$ cat config.mk
export PLATFORM = sky130hd
export DESIGN_NAME = cc20_back_flat
export DESIGN_NICKNAME = d
export VERILOG_FILES = /design/src/rtl/core/cc20_pkg.sv /design/src/rtl/core/cc20_ifs.sv /design/src/rtl/core/cc20_back.sv /design/src/flat_wrapper.sv
export SDC_FILE = /design/constraint.sdc
export NUM_CORES = 1
export LEC_CHECK = 0
export ABC_AREA = 1
export BUFFER_PORTS_ARGS = -buffer_cell sky130_fd_sc_hd__buf_2
export CAP_MARGIN = 20
export CORE_AREA = 4 4 565 567
export CTS_CLUSTER_SIZE = 40
export DETAILED_ROUTE_END_ITERATION = 10
export DIE_AREA = 0 0 569 571
export PLACE_DENSITY = 0.31
export SYNTH_ARGS = -nofsm -noshare
export SYNTH_HDL_FRONTEND = slang
export SYNTH_SLANG_ARGS = --single-unit
$ cat constraint.sdc
create_clock -name clk -period 5.1 [get_ports clk]
set_input_delay 0.765 -clock clk [delete_from_list [all_inputs] [get_ports clk]]
set_output_delay 0.765 -clock clk [all_outputs]
set_load 0.005 [all_outputs]
$ cat src/rtl/core/cc20_pkg.sv
`timescale 1ns / 1ps
// ----------------------------------------------------------------------------
// cc20_pkg
// Shared types, constants and round functions of the ChaCha20 stream cipher.
// ----------------------------------------------------------------------------
package cc20_pkg;

	localparam int WORD_W    = 32;
	localparam int BYTE_W    = 8;
	localparam int NUM_WORDS = 16;
	localparam int CFG_W     = 64;
	localparam int IDX_W     = 3;
	localparam int POS_W     = 7;

	typedef logic [WORD_W-1:0]                 word_t;
	typedef logic [NUM_WORDS-1:0][WORD_W-1:0]  block_t;
	typedef logic [BYTE_W-1:0]                 byte_t;
	typedef logic [CFG_W-1:0]                  cfg_word_t;
	typedef logic [IDX_W-1:0]                  cfg_index_t;

	localparam word_t [3:0] SIGMA = {
		32'h6b206574, 32'h79622d32, 32'h3320646e, 32'h61707865
	};

	localparam int ROT_A = 16;
	localparam int ROT_B = 12;
	localparam int ROT_C = 8;
	localparam int ROT_D = 7;

	typedef enum logic [IDX_W-1:0] {
		CFG_KEY_0     = 3'd0,
		CFG_KEY_1     = 3'd1,
		CFG_KEY_2     = 3'd2,
		CFG_KEY_3     = 3'd3,
		CFG_NONCE_LO  = 3'd4,
		CFG_NONCE_HI  = 3'd5,
		CFG_INIT_CTR  = 3'd6
	} cfg_reg_t;

	typedef struct packed {
		cfg_word_t key_0;
		cfg_word_t key_1;
		cfg_word_t key_2;
		cfg_word_t key_3;
		cfg_word_t nonce_lo;
		word_t     nonce_hi;
		word_t     init_ctr;
	} cfg_regs_t;

	typedef struct packed {
		logic start;
		logic abort;
	} gen_ctrl_t;

	typedef struct packed {
		logic busy;
		logic done;
	} gen_stat_t;

	typedef struct packed {
		word_t a;
		word_t b;
		word_t c;
		word_t d;
	} quad_t;

	function automatic word_t rotl(input word_t v, input int n);
		return (v << n) | (v >> (WORD_W - n));
	endfunction

	// One half of a quarter round: the first half rotates by 16 and 12,
	// the second half by 8 and 7.
	function automatic quad_t qr_half(input quad_t q, input logic second);
		quad_t r;
		word_t t;
		r   = q;
		r.a = q.a + q.b;
		t   = q.d ^ r.a;
		r.d = second ? rotl(t, ROT_C) : rotl(t, ROT_A);
		r.c = q.c + r.d;
		t   = q.b ^ r.c;
		r.b = second ? rotl(t, ROT_D) : rotl(t, ROT_B);
		return r;
	endfunction

endpackage

$ cat src/rtl/core/cc20_ifs.sv
`timescale 1ns / 1ps
// ----------------------------------------------------------------------------
// cc20_ifs
// Request channels of the stream cipher: input bytes, result bytes and the
// configuration write channel.
// ----------------------------------------------------------------------------
interface cc20_in_if import cc20_pkg::*; ();
	logic  valid;
	logic  ready;
	byte_t data_byte;
	logic  restart;

	modport source (output valid, output data_byte, output restart, input ready);
	modport sink   (input valid, input data_byte, input restart, output ready);
endinterface

interface cc20_out_if import cc20_pkg::*; ();
	logic  valid;
	logic  ready;
	byte_t result_byte;

	modport source (output valid, output result_byte, input ready);
	modport sink   (input valid, input result_byte, output ready);
endinterface


$ cat src/rtl/core/cc20_back.sv
`timescale 1ns / 1ps
// ----------------------------------------------------------------------------
// cc20_back
// Keystream side: block counter and live nonce word, current and prefetched
// keystream blocks, byte position, restart handling and the result register.
// ----------------------------------------------------------------------------
module cc20_back import cc20_pkg::*; (
	input  logic        clk,
	input  logic        arst_n,
	cc20_in_if.sink     head,
	cc20_out_if.source  result,
	input  cfg_regs_t   regs,
	input  logic        cfg_wr,
	input  gen_stat_t   gen_stat,
	input  block_t      gen_block,
	output gen_ctrl_t   gen_ctrl,
	output block_t      init
);

	word_t            blk_ctr_q;
	word_t            nonce0_q;
	logic [POS_W-1:0] pos_q;
	logic             pf_valid_q;
	logic             reloaded_q;
	block_t           cur_q;
	logic             out_valid_q;
	byte_t            out_byte_q;

	logic             out_free;
	logic             reload;
	logic             have_ks;
	logic             take;
	logic             swap;
	word_t            ks_word;
	logic [1:0]       ks_sel;
	byte_t            ks_byte;

	assign out_free = !out_valid_q || result.ready;
	assign reload   = head.valid && head.restart && !reloaded_q;
	assign have_ks  = !pos_q[POS_W-1] || pf_valid_q;
	assign take     = head.valid && !reload && have_ks && out_free;
	assign swap     = take && pos_q[POS_W-1];

	assign head.ready         = take;
	assign result.valid       = out_valid_q;
	assign result.result_byte = out_byte_q;

	assign gen_ctrl.abort = reload || cfg_wr;
	assign gen_ctrl.start = !pf_valid_q && !gen_stat.busy && !gen_ctrl.abort;

	always_comb begin
		init[0]  = SIGMA[0];
		init[1]  = SIGMA[1];
		init[2]  = SIGMA[2];
		init[3]  = SIGMA[3];
		init[4]  = regs.key_0[31:0];
		init[5]  = regs.key_0[63:32];
		init[6]  = regs.key_1[31:0];
		init[7]  = regs.key_1[63:32];
		init[8]  = regs.key_2[31:0];
		init[9]  = regs.key_2[63:32];
		init[10] = regs.key_3[31:0];
		init[11] = regs.key_3[63:32];
		init[12] = blk_ctr_q;
		init[13] = nonce0_q;
		init[14] = regs.nonce_lo[63:32];
		init[15] = regs.nonce_hi;
	end

	// When the current block is used up, the first byte comes straight from
	// the prefetched block in the same cycle that it is moved in.
	assign ks_word = pos_q[POS_W-1] ? gen_block[0] : cur_q[pos_q[5:2]];
	assign ks_sel  = pos_q[POS_W-1] ? 2'd0 : pos_q[1:0];
	assign ks_byte = ks_word[{ks_sel, 3'b000} +: BYTE_W];

	always_ff @(posedge clk) begin
		if (swap) begin
			cur_q <= gen_block;
		end
		if (take) begin
			out_byte_q <= head.data_byte ^ ks_byte;
		end
	end

	always_ff @(posedge clk or negedge arst_n) begin
		if (!arst_n) begin
			blk_ctr_q   <= '0;
			nonce0_q    <= '0;
			pos_q       <= POS_W'(64);
			pf_valid_q  <= 1'b0;
			reloaded_q  <= 1'b0;
			out_valid_q <= 1'b0;
		end else begin
			if (reload) begin
				blk_ctr_q  <= regs.init_ctr;
				nonce0_q   <= regs.nonce_lo[31:0];
				pos_q      <= POS_W'(64);
				reloaded_q <= 1'b1;
			end else if (take) begin
				reloaded_q <= 1'b0;
				if (swap) begin
					pos_q     <= POS_W'(1);
					blk_ctr_q <= blk_ctr_q + 32'd1;
					if (blk_ctr_q == '1) begin
						nonce0_q <= nonce0_q + 32'd1;
					end
				end else begin
					pos_q <= POS_W'(pos_q + 1'b1);
				end
			end

			if (gen_ctrl.abort || swap) begin
				pf_valid_q <= 1'b0;
			end else if (gen_stat.done) begin
				pf_valid_q <= 1'b1;
			end

			if (take) begin
				out_valid_q <= 1'b1;
			end else if (result.ready) begin
				out_valid_q <= 1'b0;
			end
		end
	end

endmodule

$ cat src/flat_wrapper.sv
// flat-port wrapper written by rule: the top's interface ports become plain ports
module cc20_back_flat import cc20_pkg::*;
  (clk, arst_n, regs, cfg_wr, gen_stat, gen_block, gen_ctrl, init, head_valid, head_data_byte, head_restart, head_ready, result_valid, result_result_byte, result_ready);
  cc20_in_if head_i ();
  cc20_out_if result_i ();
  input  logic clk;
  input  logic arst_n;
  input  cfg_regs_t regs;
  input  logic cfg_wr;
  input  gen_stat_t gen_stat;
  input  block_t gen_block;
  output gen_ctrl_t gen_ctrl;
  output block_t init;
  input wire logic [$bits(head_i.valid)-1:0] head_valid;
  input wire logic [$bits(head_i.data_byte)-1:0] head_data_byte;
  input wire logic [$bits(head_i.restart)-1:0] head_restart;
  output wire logic [$bits(head_i.ready)-1:0] head_ready;
  output wire logic [$bits(result_i.valid)-1:0] result_valid;
  output wire logic [$bits(result_i.result_byte)-1:0] result_result_byte;
  input wire logic [$bits(result_i.ready)-1:0] result_ready;
  assign head_i.valid = head_valid;
  assign head_i.data_byte = head_data_byte;
  assign head_i.restart = head_restart;
  assign head_ready = head_i.ready;
  assign result_valid = result_i.valid;
  assign result_result_byte = result_i.result_byte;
  assign result_i.ready = result_ready;
  cc20_back u_core (.clk(clk), .arst_n(arst_n), .head(head_i), .result(result_i), .regs(regs), .cfg_wr(cfg_wr), .gen_stat(gen_stat), .gen_block(gen_block), .gen_ctrl(gen_ctrl), .init(init));
endmodule
==> flow_summary_export.csv <==
group,metric,value,unit
worst_setup_path,crit_family,"buffers and inverters",
sta,slew_headroom,29.47,%
cells_and_area,drive_gt1_share,24.27,%
worst_setup_path,timing.rr.end,"u_core.result.result_byte[4]",
clocking,ctsHoldBuffers,0,
clocking,cts_max_level,3,
detailed_routing,first_pass_iters,7,
cells_and_area,final_cell_mix,"nand2_1 (925), buf_2 (666), edfxtp_1 (520)",
floorplan,core-area,0.3142,mm^2
synth,syn_avg_cell_area,9.594,um^2
detailed_routing,viasPerCell,3.000,
clocking,post_cts_buffers,0,
detailed_routing,vias,23328,
floorplan,io_pins,1436,
detailed_routing,wl,230.8,mm
worst_setup_path,worst_r2r_startpoint,"u_core.pos_q[2]",
worst_setup_path,path_common_cell,"inv_1",
cells_and_area,nNetsFinal,4361,
global_route,grt_max_degree,136,
pwr,p_leak,14.80,nW
placement,post_dp_cell_area,0.03535,mm^2
cells_and_area,design_area,0.03837,mm^2
worst_setup_path,critPathKind,"reg -> out",
sta,setup_ws,1.491,ns
global_route,grt_pass1_wl,282.3,mm
job,drv_cap,0,
worst_setup_path,r2r_cells,14,
worst_setup_path,worstPathRequired,4.34,ns
worst_setup_path,path_max_fanout,80,
synth,ys_seq_area_share,58.52,%
floorplan,dieArea,0.3249,mm^2
synth,synth_edf_count,520,
sta,tns,0,ns
worst_setup_path,crit_path_end_kind,"output pin",
synth,synth_seq_cells,594,
worst_setup_path,path_cells,"inv_1 > nand3_2 > buf_4 > inv_2 > nor2_1 > inv_1 > nor3_1 > buf_2",
worst_setup_path,slowest_stage,"buf_4",
pwr,peakVddDrop,274.0,uV
global_route,grt_pass1_vias,23983,
floorplan,die-width,569,um
cells_and_area,area_growth,28.56,%
worst_setup_path,rrSetupSlack,1.56,ns
sta,tightestPinTransition,1.058,ns
sta,timing.fmax,0.2771,GHz
placement,dp_slack,1.312,ns
clocking,cts_root_buffer,"clkbuf_16",
synth,synth.distinct_cells,44,
detailed_routing,wl_per_cell,29.69,um
global_route,antenna_found_initial,121,
clocking,cts_sinks,594,
placement,place_congestion,0.9173,
pwr,power.density,476.9,mW/mm^2
clocking,cts.path.max_buffers,3,
cells_and_area,n_fill_cell,36123,
detailed_routing,drcViolationCount,0,
clocking,cts_made_buffers,80,
floorplan,start_util,9.500,%
clocking,cts_resized,0,
synth,synth_cells,3111,
floorplan,num_rows,206,
synth,netlist_area,0.02985,mm^2
sta,clock_skew,0.07165,ns
floorplan,die_h,571,um
global_route,grt_overflow,0,
sta,rsz0062_at_grt,"false",
synth,async_flop_share,12.46,%
worst_setup_path,critPathBufInv,5,
worst_setup_path,crit_path_max_incr_delay,0.72,ns
hold_path,hold_class,"in -> async",
placement,hpwl,197.4,mm
detailed_routing,drt_iter0_drc,1407,
synth,synth_flop_cell,"edfxtp_1",
worst_setup_path,worstSetupStartpointType,"flop",
clocking,tritoncts,"built",
worst_setup_path,worstPathArrival,2.84,ns
sta,hold_viol_final,0,
placement,port_buffers,667,
cells_and_area,mostFrequentLayoutCell,"nand2_1",
sta,period_share,70.77,%
clocking,path_clk_slew,0.08,ns
sta,drv_slew,0,
clocking,clk_latency,0.74,ns
sta,period_needed,3.609,ns
synth,yosys_warnings,0,
detailed_routing,ant_nets,0,
sta,setup_viol,0,
run_status,status,"finished clean",
global_route,grtUsageTotal,13.59,%
## cells by family after synthesis
family | share of synthesized area, %
fa+ha+maj | 0.1258
other cells | 0.02516
flops | 58.52
simple gates | 20.51
mux | 0.06707
xor+xnor | 0.7336
buf+inv | 15.78
compound gates | 4.238
## worst register-to-register path, stage by stage (launching register included)
cell and delay, ns:
dfrtp_4 0.75, inv_8 0.43, buf_12 0.44, buf_12 0.39, nand2_1 0.11, nand2_1 0.08
nand2_1 0.05, nand3_1 0.11, nand3_1 0.30, nand2_1 0.16, nand2_1 0.06, nand2_1 0.14
nand2_1 0.12, nand3_1 0.11, nand2_1 0.06
## flip-flops by register name (all words and copies together), names as in the netlist
register,count
u_core.blk_ctr_q,32
u_core.cur_q,512
u_core.nonce0_q,32
u_core.pf_valid_q,1
u_core.pos_q,7
u_core.reloaded_q,1
u_core.result.result_byte,8
u_core.result.valid,1
## how the worst max path moves through the flow
| stage | depth (start not counted) | to | startpoint |
|---|---|---|---|
| after floorplan | 11 | u_core.nonce0_q[9] | head_restart |
| after global placement | 14 | u_core.result.result_byte[2] | u_core.pos_q[2] |
| after CTS | 14 | u_core.result.result_byte[2] | u_core.pos_q[2] |
| final | 8 | gen_ctrl[1] | u_core.reloaded_q |
| after global routing | 13 | u_core.result.result_byte[2] | u_core.pos_q[2] |
| after detailed placement | 14 | u_core.result.result_byte[2] | u_core.pos_q[2] |
## per-layer routing
| layer | GRT usage (%) | up-vias | wire length, um |
|---|---|---|---|
| met5 | 0 | - | 333 |
| met1 | 10.65 | 11042 | 62230 |
| met3 | 9.192 | 259 | 35080 |
| li1 | - | 10513 | - |
| met4 | 4.150 | 50 | 5847 |
| met2 | 26.36 | 1464 | 127400 |
## report_power, final
| part | internal, mW | total (mW) | switching (mW) |
|---|---|---|---|
| Combinational | 1.42 | 5.20 | 3.78 |
| Sequential | 6.44 | 7.16 | 0.720 |
| Clock | 3.41 | 5.94 | 2.52 |
## layout make-up
type                    instances  area, um^2  share of cell area [%]
diodes                        108       270.3                  0.7043
inverters                     193       740.7                   1.930
repair buffers                706        3791                   9.880
multi-input cells            1871        8160                   21.27
clock buffers                  94        2074                   5.406
flip-flops and latches        594       17480                   45.55
clock inverters                49       653.1                   1.702
well taps                    4160        5205                   13.56
## cell usage after synthesis, types with 23 or more instances
cell / instances / area (um^2)
nand3_1: 307 / 1536
edfxtp_1: 520 / 15610
o211ai_1: 40 / 300.3
inv_1: 185 / 694.4
nor2_1: 201 / 754.5
buf_4: 455 / 3416
clkbuf_1: 42 / 157.7
dfrtp_1: 73 / 1827
nor3_1: 33 / 165.2
o21ai_0: 126 / 630.6
a21oi_1: 23 / 115.1
buf_2: 74 / 370.4
nand2_1: 925 / 3472
## through the flow
step,power (mW),util [%],std cells,hold WS (ns)
finish,18.30,12.21,7775,0.1747
global route,19.54,12.20,7757,0.1406
CTS,18.87,12.12,7666,0.09119
detailed placement,12.74,11.25,7523,0.5550
global placement,12.77,11.24,7522,0.5483
floorplan,10.05,-,3237,0.4694
Note: power is estimated with default switching activity, not from simulation.
