[src/rtl/core/cc20_pkg.sv]
`timescale 1ns / 1ps
// ----------------------------------------------------------------------------
// cc20_pkg
// Shared types, constants and round functions of the ChaCha20 stream cipher.
// ----------------------------------------------------------------------------
package cc20_pkg;

	localparam int WORD_W    = 32;
	localparam int BYTE_W    = 8;
	localparam int NUM_WORDS = 16;
	localparam int CFG_W     = 64;
	localparam int IDX_W     = 3;
	localparam int POS_W     = 7;

	typedef logic [WORD_W-1:0]                 word_t;
	typedef logic [NUM_WORDS-1:0][WORD_W-1:0]  block_t;
	typedef logic [BYTE_W-1:0]                 byte_t;
	typedef logic [CFG_W-1:0]                  cfg_word_t;
	typedef logic [IDX_W-1:0]                  cfg_index_t;

	localparam word_t [3:0] SIGMA = {
		32'h6b206574, 32'h79622d32, 32'h3320646e, 32'h61707865
	};

	localparam int ROT_A = 16;
	localparam int ROT_B = 12;
	localparam int ROT_C = 8;
	localparam int ROT_D = 7;

	typedef enum logic [IDX_W-1:0] {
		CFG_KEY_0     = 3'd0,
		CFG_KEY_1     = 3'd1,
		CFG_KEY_2     = 3'd2,
		CFG_KEY_3     = 3'd3,
		CFG_NONCE_LO  = 3'd4,
		CFG_NONCE_HI  = 3'd5,
		CFG_INIT_CTR  = 3'd6
	} cfg_reg_t;

	typedef struct packed {
		cfg_word_t key_0;
		cfg_word_t key_1;
		cfg_word_t key_2;
		cfg_word_t key_3;
		cfg_word_t nonce_lo;
		word_t     nonce_hi;
		word_t     init_ctr;
	} cfg_regs_t;

	typedef struct packed {
		logic start;
		logic abort;
	} gen_ctrl_t;

	typedef struct packed {
		logic busy;
		logic done;
	} gen_stat_t;

	typedef struct packed {
		word_t a;
		word_t b;
		word_t c;
		word_t d;
	} quad_t;

	function automatic word_t rotl(input word_t v, input int n);
		return (v << n) | (v >> (WORD_W - n));
	endfunction

	// One half of a quarter round: the first half rotates by 16 and 12,
	// the second half by 8 and 7.
	function automatic quad_t qr_half(input quad_t q, input logic second);
		quad_t r;
		word_t t;
		r   = q;
		r.a = q.a + q.b;
		t   = q.d ^ r.a;
		r.d = second ? rotl(t, ROT_C) : rotl(t, ROT_A);
		r.c = q.c + r.d;
		t   = q.b ^ r.c;
		r.b = second ? rotl(t, ROT_D) : rotl(t, ROT_B);
		return r;
	endfunction

endpackage

[src/rtl/core/cc20_ifs.sv]
`timescale 1ns / 1ps
// ----------------------------------------------------------------------------
// cc20_ifs
// Request channels of the stream cipher: input bytes, result bytes and the
// configuration write channel.
// ----------------------------------------------------------------------------
interface cc20_in_if import cc20_pkg::*; ();
	logic  valid;
	logic  ready;
	byte_t data_byte;
	logic  restart;

	modport source (output valid, output data_byte, output restart, input ready);
	modport sink   (input valid, input data_byte, input restart, output ready);
endinterface


[src/rtl/core/cc20_front.sv]
`timescale 1ns / 1ps
// ----------------------------------------------------------------------------
// cc20_front
// Two-entry request queue that takes input bytes with their restart flag and
// hands them to the keystream side.
// ----------------------------------------------------------------------------
module cc20_front import cc20_pkg::*; (
	input  logic         clk,
	input  logic         arst_n,
	cc20_in_if.sink      item,
	cc20_in_if.source    head
);

	byte_t      data_q [2];
	logic [1:0] restart_q;
	logic       wr_ptr_q;
	logic       rd_ptr_q;
	logic [1:0] count_q;
	logic       push;
	logic       pop;

	assign item.ready     = (count_q != 2'd2);
	assign push           = item.valid && item.ready;
	assign pop            = head.valid && head.ready;
	assign head.valid     = (count_q != 2'd0);
	assign head.data_byte = data_q[rd_ptr_q];
	assign head.restart   = restart_q[rd_ptr_q];

	always_ff @(posedge clk) begin
		if (push) begin
			data_q[wr_ptr_q] <= item.data_byte;
		end
	end

	always_ff @(posedge clk or negedge arst_n) begin
		if (!arst_n) begin
			restart_q <= '0;
			wr_ptr_q  <= 1'b0;
			rd_ptr_q  <= 1'b0;
			count_q   <= '0;
		end else begin
			if (push) begin
				restart_q[wr_ptr_q] <= item.restart;
				wr_ptr_q            <= !wr_ptr_q;
			end
			if (pop) begin
				rd_ptr_q <= !rd_ptr_q;
			end
			case ({push, pop})
				2'b10:   count_q <= 2'(count_q + 2'd1);
				2'b01:   count_q <= 2'(count_q - 2'd1);
				default: count_q <= count_q;
			endcase
		end
	end

endmodule

[src/flat_wrapper.sv]
// flat-port wrapper written by rule: the top's interface ports become plain ports
module cc20_front_flat import cc20_pkg::*;
  (clk, arst_n, item_valid, item_data_byte, item_restart, item_ready, head_valid, head_data_byte, head_restart, head_ready);
  cc20_in_if item_i ();
  cc20_in_if head_i ();
  input  logic clk;
  input  logic arst_n;
  input wire logic [$bits(item_i.valid)-1:0] item_valid;
  input wire logic [$bits(item_i.data_byte)-1:0] item_data_byte;
  input wire logic [$bits(item_i.restart)-1:0] item_restart;
  output wire logic [$bits(item_i.ready)-1:0] item_ready;
  output wire logic [$bits(head_i.valid)-1:0] head_valid;
  output wire logic [$bits(head_i.data_byte)-1:0] head_data_byte;
  output wire logic [$bits(head_i.restart)-1:0] head_restart;
  input wire logic [$bits(head_i.ready)-1:0] head_ready;
  assign item_i.valid = item_valid;
  assign item_i.data_byte = item_data_byte;
  assign item_i.restart = item_restart;
  assign item_ready = item_i.ready;
  assign head_valid = head_i.valid;
  assign head_data_byte = head_i.data_byte;
  assign head_restart = head_i.restart;
  assign head_i.ready = head_ready;
  cc20_front u_core (.clk(clk), .arst_n(arst_n), .item(item_i), .head(head_i));
endmodule
[config.mk]
export PLATFORM = sky130hd
export DESIGN_NAME = cc20_front_flat
export DESIGN_NICKNAME = d
export VERILOG_FILES = /design/src/rtl/core/cc20_pkg.sv /design/src/rtl/core/cc20_ifs.sv /design/src/rtl/core/cc20_front.sv /design/src/flat_wrapper.sv
export SDC_FILE = /design/constraint.sdc
export NUM_CORES = 1
export LEC_CHECK = 0
export ABC_AREA = 1
export BUFFER_PORTS_ARGS = -buffer_cell sky130_fd_sc_hd__buf_2
export CELL_PAD_IN_SITES_DETAIL_PLACEMENT = 1
export CELL_PAD_IN_SITES_GLOBAL_PLACEMENT = 2
export CORE_AREA = 2 2 56 58
export CTS_BUF_LIST = sky130_fd_sc_hd__clkbuf_8
export DETAILED_ROUTE_END_ITERATION = 7
export DIE_AREA = 0 0 58 60
export PLACE_DENSITY = 0.77
export SLEW_MARGIN = 25
export SYNTH_ARGS = -nofsm -noshare
export SYNTH_HDL_FRONTEND = slang
export SYNTH_SLANG_ARGS = --single-unit
[constraint.sdc]
create_clock -name clk -period 1.7 [get_ports clk]
set_input_delay 0 -clock clk [delete_from_list [all_inputs] [get_ports clk]]
set_output_delay 0 -clock clk [all_outputs]
set_load 0.02 [all_outputs]
==> results.sh, run 1 <==
export IMPL_status="finished clean"
export IMPL_cts_setup_buffers=0
export IMPL_hpwl_mm=1.32
export IMPL_final_nets=136
export IMPL_power_net_switching_mw=0.828
export IMPL_crit_slowest_cell="dfrtp_1"
export IMPL_grt_usage_pct=11.7
export IMPL_start_util_pct=31.2
export IMPL_drv_cap=0
export IMPL_worstSkewPairLatency_ns=0.27
export IMPL_gp_congestion=0.617
export IMPL_yosys_warnings=0
export IMPL_dr_pass1_iters=4
export IMPL_area_growth_pct=36.7
export IMPL_routed_wl_mm=1.80
export IMPL_critPathArrivalTime_ns=1.56
export IMPL_syn_avg_cell_area_um2=10.8
export IMPL_wl_per_cell_um=11.7
export IMPL_crit_path_cell_trace="inv_1 -> nand2_2 -> nand2_1 -> inv_1 -> ha_1 -> inv_1 -> nand3_1 -> nand2_1 -> nand2_1"
export IMPL_synth_top_family_by_area="simple AND/OR/NAND/NOR gates"
export IMPL_clockBufferDepth=2
export IMPL_peakVddDrop_mv=0.778
export IMPL_pwr_share_seq_pct=39.6
export IMPL_design_area_um2=1240
export IMPL_cpPeakStageDelay_ns=0.42
export IMPL_critPathCaptureType="flop"
export IMPL_yosys_area_top_type="edfxtp_1"
export IMPL_clkPwrFrac_pct=22.4
export IMPL_yosys_area_share_xor_xnor_pct=0.967
export IMPL_synth_compound_area_share_pct=0
export IMPL_intPower_mw=1.34
export IMPL_critPathLaunchType="flop"
export IMPL_critical_path_required_ns=1.87
export IMPL_timing_rr_end="u_core.count_q[1]$_DFFE_PN0P_"
export IMPL_cts_buffers=3
export IMPL_die_w_um=58
export IMPL_clock_fmax_mhz=717
export IMPL_synth_fa_ha_area_share_pct=1.38
export IMPL_swShare_pct=38.2
export IMPL_path_clk_slew_ns=0.08
export IMPL_cts_sinks=22
export IMPL_synth_area_um2=906
export IMPL_hold_path_end="u_core.restart_q[0]$_DFFE_PN0P_"
export IMPL_syn_inst=84
export IMPL_die_h_um=60
export IMPL_core_um2=2900
export IMPL_synth_simple_gate_area_share_pct=23.8
export IMPL_period_minus_slack_ns=1.40
export IMPL_final_util_pct=42.7
export IMPL_cts_tree="built"
export IMPL_r2r_start="u_core.count_q[1]$_DFFE_PN0P_"
export IMPL_synth_top_area_share_pct=53.0
export IMPL_fp_row_count=20
export IMPL_p_leak_nw=0.600
export IMPL_hold_depth=3
export IMPL_path_max_fanout=3
export IMPL_drcViolationCount=0
export IMPL_yosysSeqAreaShare_pct=69.6
export IMPL_powerDensity_nw_per_um2=1750
export IMPL_tightest_slew_ns=0.385
export IMPL_grt_pass1_wl_mm=2.97
export IMPL_cts_root_buf="clkbuf_8"
export IMPL_rsz0062_at_grt="false"
export IMPL_yosysUniqueCellTypes=13
export IMPL_finClkSkew_ns=0.00935
export IMPL_p_comb_share_pct=38.0
export IMPL_grt_ovfl_total=0
export IMPL_layout_drive_gt1_share_pct=26.4
export IMPL_drtAntennaViolNets=0
export IMPL_synth_area_leaders="edfxtp_1 (53%), nand2_1 (17%), dfrtp_1 (17%), inv_1 (2.9%), nand4_1 (2.1%)"
export IMPL_worst_slew_margin_rel_pct=74.3
export IMPL_grt_max_degree=14
export IMPL_synthMuxAreaShare_pct=0
export IMPL_fin_tns_setup_ns=0
export IMPL_antenna_found_initial=0
export IMPL_rr_worst_depth=9
export IMPL_min_path_type="in -> reg"
export IMPL_vias=683
export IMPL_dpl_cell_area_um2=1060
export IMPL_boundaryPins=24
export IMPL_criticalPathCategory="reg -> reg"
export IMPL_post_cts_resize_count=0
export IMPL_power_mw=2.17
export IMPL_ys_ff_latch=22
export IMPL_worstHoldStart="item_valid"
export IMPL_rrSetupSlack_ns=0.30
export IMPL_avgViaCountPerCell=4.44
export IMPL_final_min_period_over_clock_period_pct=82.1
export IMPL_slew_violations=0
export IMPL_h_tree_depth=1
export IMPL_drtIter0Drc=20
export IMPL_io_buffers=23
export IMPL_final_hold_viol_count=0
export IMPL_n_antenna_cell=0
export IMPL_grt_pass1_vias=697
export IMPL_holdBufCountCts=11
export IMPL_whs_ns=0.0342
export IMPL_crit_path_start="u_core.count_q[1]$_DFFE_PN0P_"
export IMPL_dieArea_um2=3480
export IMPL_setup_violations_final=0
export IMPL_syn_nets=98
## area by class of cell
cell class | instances | area (um^2)
fillers | 351 | 1660
flip-flops and latches | 22 | 631
multi-input cells | 52 | 236
repair buffers | 34 | 225
clock buffers | 3 | 41.3
well taps | 33 | 41.3
inverters | 9 | 33.8
clock inverters | 1 | 30.0
## cells in the final DEF, fill, tap and decap left out, types with 2 or more instances in the layout
| cell type | n |
|---|---|
| inv_1 | 7 |
| nand2_1 | 41 |
| buf_2 | 23 |
| nand4_1 | 3 |
| dfrtp_1 | 6 |
| edfxtp_1 | 16 |
| clkbuf_8 | 3 |
| nand3_1 | 3 |
| dlygate4sd3_1 | 11 |
| inv_2 | 2 |
## registers in the layout, summed over array words and instances (netlist names)
register and flops:
u_core.count_q 2, u_core.data_q 16, u_core.rd_ptr_q 1, u_core.restart_q 2, u_core.wr_ptr_q 1
## power by group through the flow
stage               clock (mW)  sequential, mW  combinational (mW)
CTS                      0.500           0.862               0.840
floorplan                    0           0.824               0.600
global route             0.514           0.883               0.914
finish                   0.486           0.858               0.822
global placement             0           0.868               0.796
detailed placement           0           0.877               0.815
## critical path, delay by kind of cell (launching register included)
kind / cells / cell delay (ns)
adder cells (fa/ha/maj): 1 / 0.31
buffers and inverters: 3 / 0.24
flip-flops: 1 / 0.42
AND/OR/NAND/NOR: 5 / 0.32
## how the worst max path moves through the flow
stage	slack, ns	end	depth (start not counted)
6_report	0.30	u_core.count_q[1]$_DFFE_PN0P_	9
5_1_grt	0.18	u_core.count_q[1]$_DFFE_PN0P_	9
4_1_cts	0.29	u_core.count_q[1]$_DFFE_PN0P_	9
3_5_place_dp	0.31	u_core.count_q[1]$_DFFE_PN0P_	9
3_3_place_gp	0.37	u_core.count_q[1]$_DFFE_PN0P_	9
2_1_floorplan	0.33	u_core.count_q[1]$_DFFE_PN0P_	9
## per-layer routing
layer  vias up  wire length (um)  track usage (%)
li1        343                 -                -
met1       318               768             13.5
met2        19               889             20.3
met3         3               106             1.95
met4         0                38             6.98
met5         -                 0                0
## metrics by stage
stage / cells / setup WS [ns]
2_1_floorplan: 84 / 0.331
3_3_place_gp: 139 / 0.367
3_5_place_dp: 139 / 0.311
4_1_cts: 154 / 0.295
5_1_grt: 154 / 0.182
6_report: 154 / 0.305
## logic make-up after synthesis
logic type	count (synthesis)
xor+xnor	1
flops	22
fa+ha+maj	1
buf+inv	10
simple gates	50
## synth_stat cells
cell	number
nand2_2	1
ha_1	1
inv_1	7
nand3_1	3
nand2_4	1
dfrtp_1	6
xnor2_1	1
nand3_2	1
buf_2	1
inv_2	2
nand2_1	41
edfxtp_1	16
nand4_1	3
(Power assumes the default switching activity.)
==> run 2, diff against run 1 <==
--- a/config.mk
+++ b/config.mk
@@ -5,15 +5,15 @@
 export SDC_FILE = /design/constraint.sdc
 export NUM_CORES = 1
 export LEC_CHECK = 0
-export ABC_AREA = 1
+export ABC_AREA = 0
 export BUFFER_PORTS_ARGS = -buffer_cell sky130_fd_sc_hd__buf_2
 export CELL_PAD_IN_SITES_DETAIL_PLACEMENT = 1
 export CELL_PAD_IN_SITES_GLOBAL_PLACEMENT = 2
-export CORE_AREA = 2 2 56 58
+export CORE_AREA = 2 2 54 56
 export CTS_BUF_LIST = sky130_fd_sc_hd__clkbuf_8
 export DETAILED_ROUTE_END_ITERATION = 7
-export DIE_AREA = 0 0 58 60
-export PLACE_DENSITY = 0.77
+export DIE_AREA = 0 0 56 58
+export PLACE_DENSITY = 0.72
 export SLEW_MARGIN = 25
 export SYNTH_ARGS = -nofsm -noshare
 export SYNTH_HDL_FRONTEND = slang
==> constraint.sdc (replaced) <==
create_clock -name clk -period 1.4 [get_ports clk]
set_input_delay 0 -clock clk [delete_from_list [all_inputs] [get_ports clk]]
set_output_delay 0 -clock clk [all_outputs]
set_load 0.02 [all_outputs]
==> results.sh, run 2 <==
export IMPL_final_seq_area_um2=632
export IMPL_violations="negative setup slack"
export IMPL_drtAntennaViolNets=0
export IMPL_synth_edf_count=16
export IMPL_crit_slowest_cell="dfrtp_1"
export IMPL_vias=516
export IMPL_yosysUniqueCellTypes=16
export IMPL_antenna_found_initial=0
export IMPL_status="finished, violations left"
export IMPL_avgViaCountPerCell=4.30
export IMPL_synth_most_common_cell="edfxtp_1"
export IMPL_path_clk_slew_ns=0.08
export IMPL_fp_row_count=19
export IMPL_gp_congestion=0.638
export IMPL_worstSkewPairLatency_ns=0.25
export IMPL_grt_ovfl_total=0
export IMPL_synth_area_um2=878
export IMPL_synth_top_area_share_pct=54.7
export IMPL_critical_path_required_ns=1.54
export IMPL_cts_tree="built"
export IMPL_grt_usage_pct=10.4
export IMPL_clockBufferDepth=2
export IMPL_yosysSeqAreaShare_pct=71.8
export IMPL_critical_path_buf_inv_count=0
export IMPL_fin_tns_setup_ns=-0.0245
export IMPL_final_cell_mix="buf_2 (23), edfxtp_1 (16), mux2_2 (10), dlygate4sd3_1 (10), dfrtp_1 (5)"
export IMPL_powerDensity_nw_per_um2=2050
export IMPL_worst_slew_margin_rel_pct=82.6
export IMPL_syn_nets=62
export IMPL_criticalPathCategory="reg -> reg"
export IMPL_hold_path_end="u_core.rd_ptr_q$_DFFE_PN0P_"
export IMPL_layout_drive_gt1_share_pct=53.9
export IMPL_finClkSkew_ns=0.00240
export IMPL_largest_reg_flops=16
export IMPL_ys_ff_latch=22
export IMPL_die_w_um=56
export IMPL_final_min_period_over_clock_period_pct=102
export IMPL_yosys_area_top_type="edfxtp_1"
export IMPL_boundaryPins=24
export IMPL_wl_per_cell_um=13.2
export IMPL_final_nets=104
export IMPL_dr_pass1_iters=3
export IMPL_slew_violations=0
export IMPL_tightest_slew_ns=0.262
export IMPL_p_leak_nw=0.510
export IMPL_grt_pass1_vias=560
export IMPL_reg_largest_list="u_core.data_q (16), u_core.count_q (2), u_core.restart_q (2)"
export IMPL_period_minus_slack_ns=1.42
export IMPL_syn_inst=48
export IMPL_dieArea_um2=3250
export IMPL_die_h_um=58
export IMPL_min_path_type="in -> reg"
export IMPL_area_growth_pct=42.5
export IMPL_syn_avg_cell_area_um2=18.3
export IMPL_cpPeakStageDelay_ns=0.41
export IMPL_rrSetupSlack_ns=-0.02
export IMPL_setup_violations_final=1
export IMPL_final_hold_viol_count=0
export IMPL_grt_max_degree=13
export IMPL_whs_ns=0.0671
export IMPL_ys_top_cells_by_count="edfxtp_1 (16), mux2_2 (10), dfrtp_1 (6), xnor2_1 (3), xor2_1 (2)"
export IMPL_synthArstFlopShare_pct=27.3
export IMPL_peakVddDrop_mv=0.986
export IMPL_n_antenna_cell=0
export IMPL_mostFrequentLayoutCell="buf_2"
export IMPL_cts_buffers=3
export IMPL_multi_input_area_um2=254
export IMPL_synth_ff_type="edfxtp_1"
export IMPL_regMostFlops="u_core.data_q"
export IMPL_cts_root_buf="clkbuf_8"
export IMPL_power_mw=2.56
export IMPL_drcViolationCount=0
export IMPL_rsz0062_at_grt="true"
export IMPL_drtIter0Drc=11
export IMPL_cts_sinks=22
export IMPL_start_util_pct=33.0
export IMPL_critPathArrivalTime_ns=1.57
export IMPL_h_tree_depth=1
export IMPL_yosys_warnings=0
export IMPL_crit_family="simple AND/OR/NAND/NOR gates"
export IMPL_fillers=272
export IMPL_hold_depth=3
export IMPL_routed_wl_mm=1.59
export IMPL_rr_worst_depth=6
export IMPL_synth_area_leaders="edfxtp_1 (55%), dfrtp_1 (17%), mux2_2 (13%), xnor2_1 (3.0%), xor2_1 (2.0%)"
export IMPL_grt_pass1_wl_mm=2.51
export IMPL_core_um2=2660
export IMPL_timing_rr_end="u_core.count_q[1]$_DFFE_PN0P_"
export IMPL_critPathCaptureType="flop"
export IMPL_drv_cap=0
export IMPL_critPathLaunchType="flop"
export IMPL_r2r_start="u_core.count_q[0]$_DFFE_PN0P_"
export IMPL_path_max_fanout=4
export IMPL_crit_path_cell_trace="or2_4 -> and2_4 -> ha_4 -> xnor2_1 -> nor2_1 -> xor2_1"
export IMPL_io_buffers=23
export IMPL_worstHoldStart="head_ready"
export IMPL_clock_fmax_mhz=702
export IMPL_hpwl_mm=1.18
export IMPL_fin_ws_ns=-0.0245
## run 2: per-layer routing
metal	global-route usage [%]	vias to the layer above	share of wire (%)
met3	2.01	2	5.2
met1	11.9	242	41
met4	4.08	0	0.82
met5	0	-	0
li1	-	257	-
met2	19.3	15	53
## run 2: tightest hold or removal path: stages
cell and delay [ns]:
buf_2 0.08, and2_4 0.15, xor2_1 0.06
## run 2: layout make-up
cell class,instances,share of cell area (%)
Sequential cell,22,50.5
Inverter,1,0.300
Clock inverter,1,0.300
Multi-Input combinational cell,24,20.3
Clock buffer,3,3.30
Tap cell,31,3.10
Timing Repair Buffer,38,22.2
## run 2: what timing repair did
action | CTS | global route
setup buffers | 2 | 0
endpoints found under the hold margin | 23 | 0
gates resized for setup | 1 | 0
pin swaps | 2 | 0
hold buffers | 10 | 0
setup endpoints to repair | 10 | 1
## run 2: power by group
part | switching [mW] | leakage (nW) | internal, mW
logic | 0.518 | 0.269 | 0.602
registers | 0.135 | 0.218 | 0.923
clock network | 0.189 | 0.0231 | 0.195
## run 2: cells by family after synthesis
kind of cell / after synthesis / synth area share, %
buf+inv: 2 / 0.996
xor+xnor: 5 / 4.99
mux: 11 / 14.5
flops: 22 / 71.8
fa+ha+maj: 1 / 1.42
simple gates: 7 / 6.27
## run 2: how the worst max path moves through the flow
stage | from | to | slack [ns] | cells after the start
after floorplan | u_core.count_q[1]$_DFFE_PN0P_ | u_core.count_q[1]$_DFFE_PN0P_ | -0.04 | 6
after global placement | u_core.count_q[0]$_DFFE_PN0P_ | u_core.count_q[1]$_DFFE_PN0P_ | 0.02 | 6
after detailed placement | u_core.count_q[0]$_DFFE_PN0P_ | u_core.count_q[1]$_DFFE_PN0P_ | -0.1 | 6
after CTS | u_core.count_q[0]$_DFFE_PN0P_ | u_core.count_q[1]$_DFFE_PN0P_ | -0.04 | 6
after global routing | u_core.count_q[0]$_DFFE_PN0P_ | u_core.count_q[1]$_DFFE_PN0P_ | -0.11 | 6
final | u_core.count_q[0]$_DFFE_PN0P_ | u_core.count_q[1]$_DFFE_PN0P_ | -0.02 | 6
## run 2: stage by stage
step	instances	area [um^2]	setup slack (ns)	utilization [%]
after floorplan	48	893	-0.0417	-
after CTS	120	1250	-0.0418	47.0
after detailed placement	104	1090	-0.0956	40.9
after global routing	120	1250	-0.106	47.0
after global placement	104	1090	0.0180	40.9
final	120	1250	-0.0245	47.0
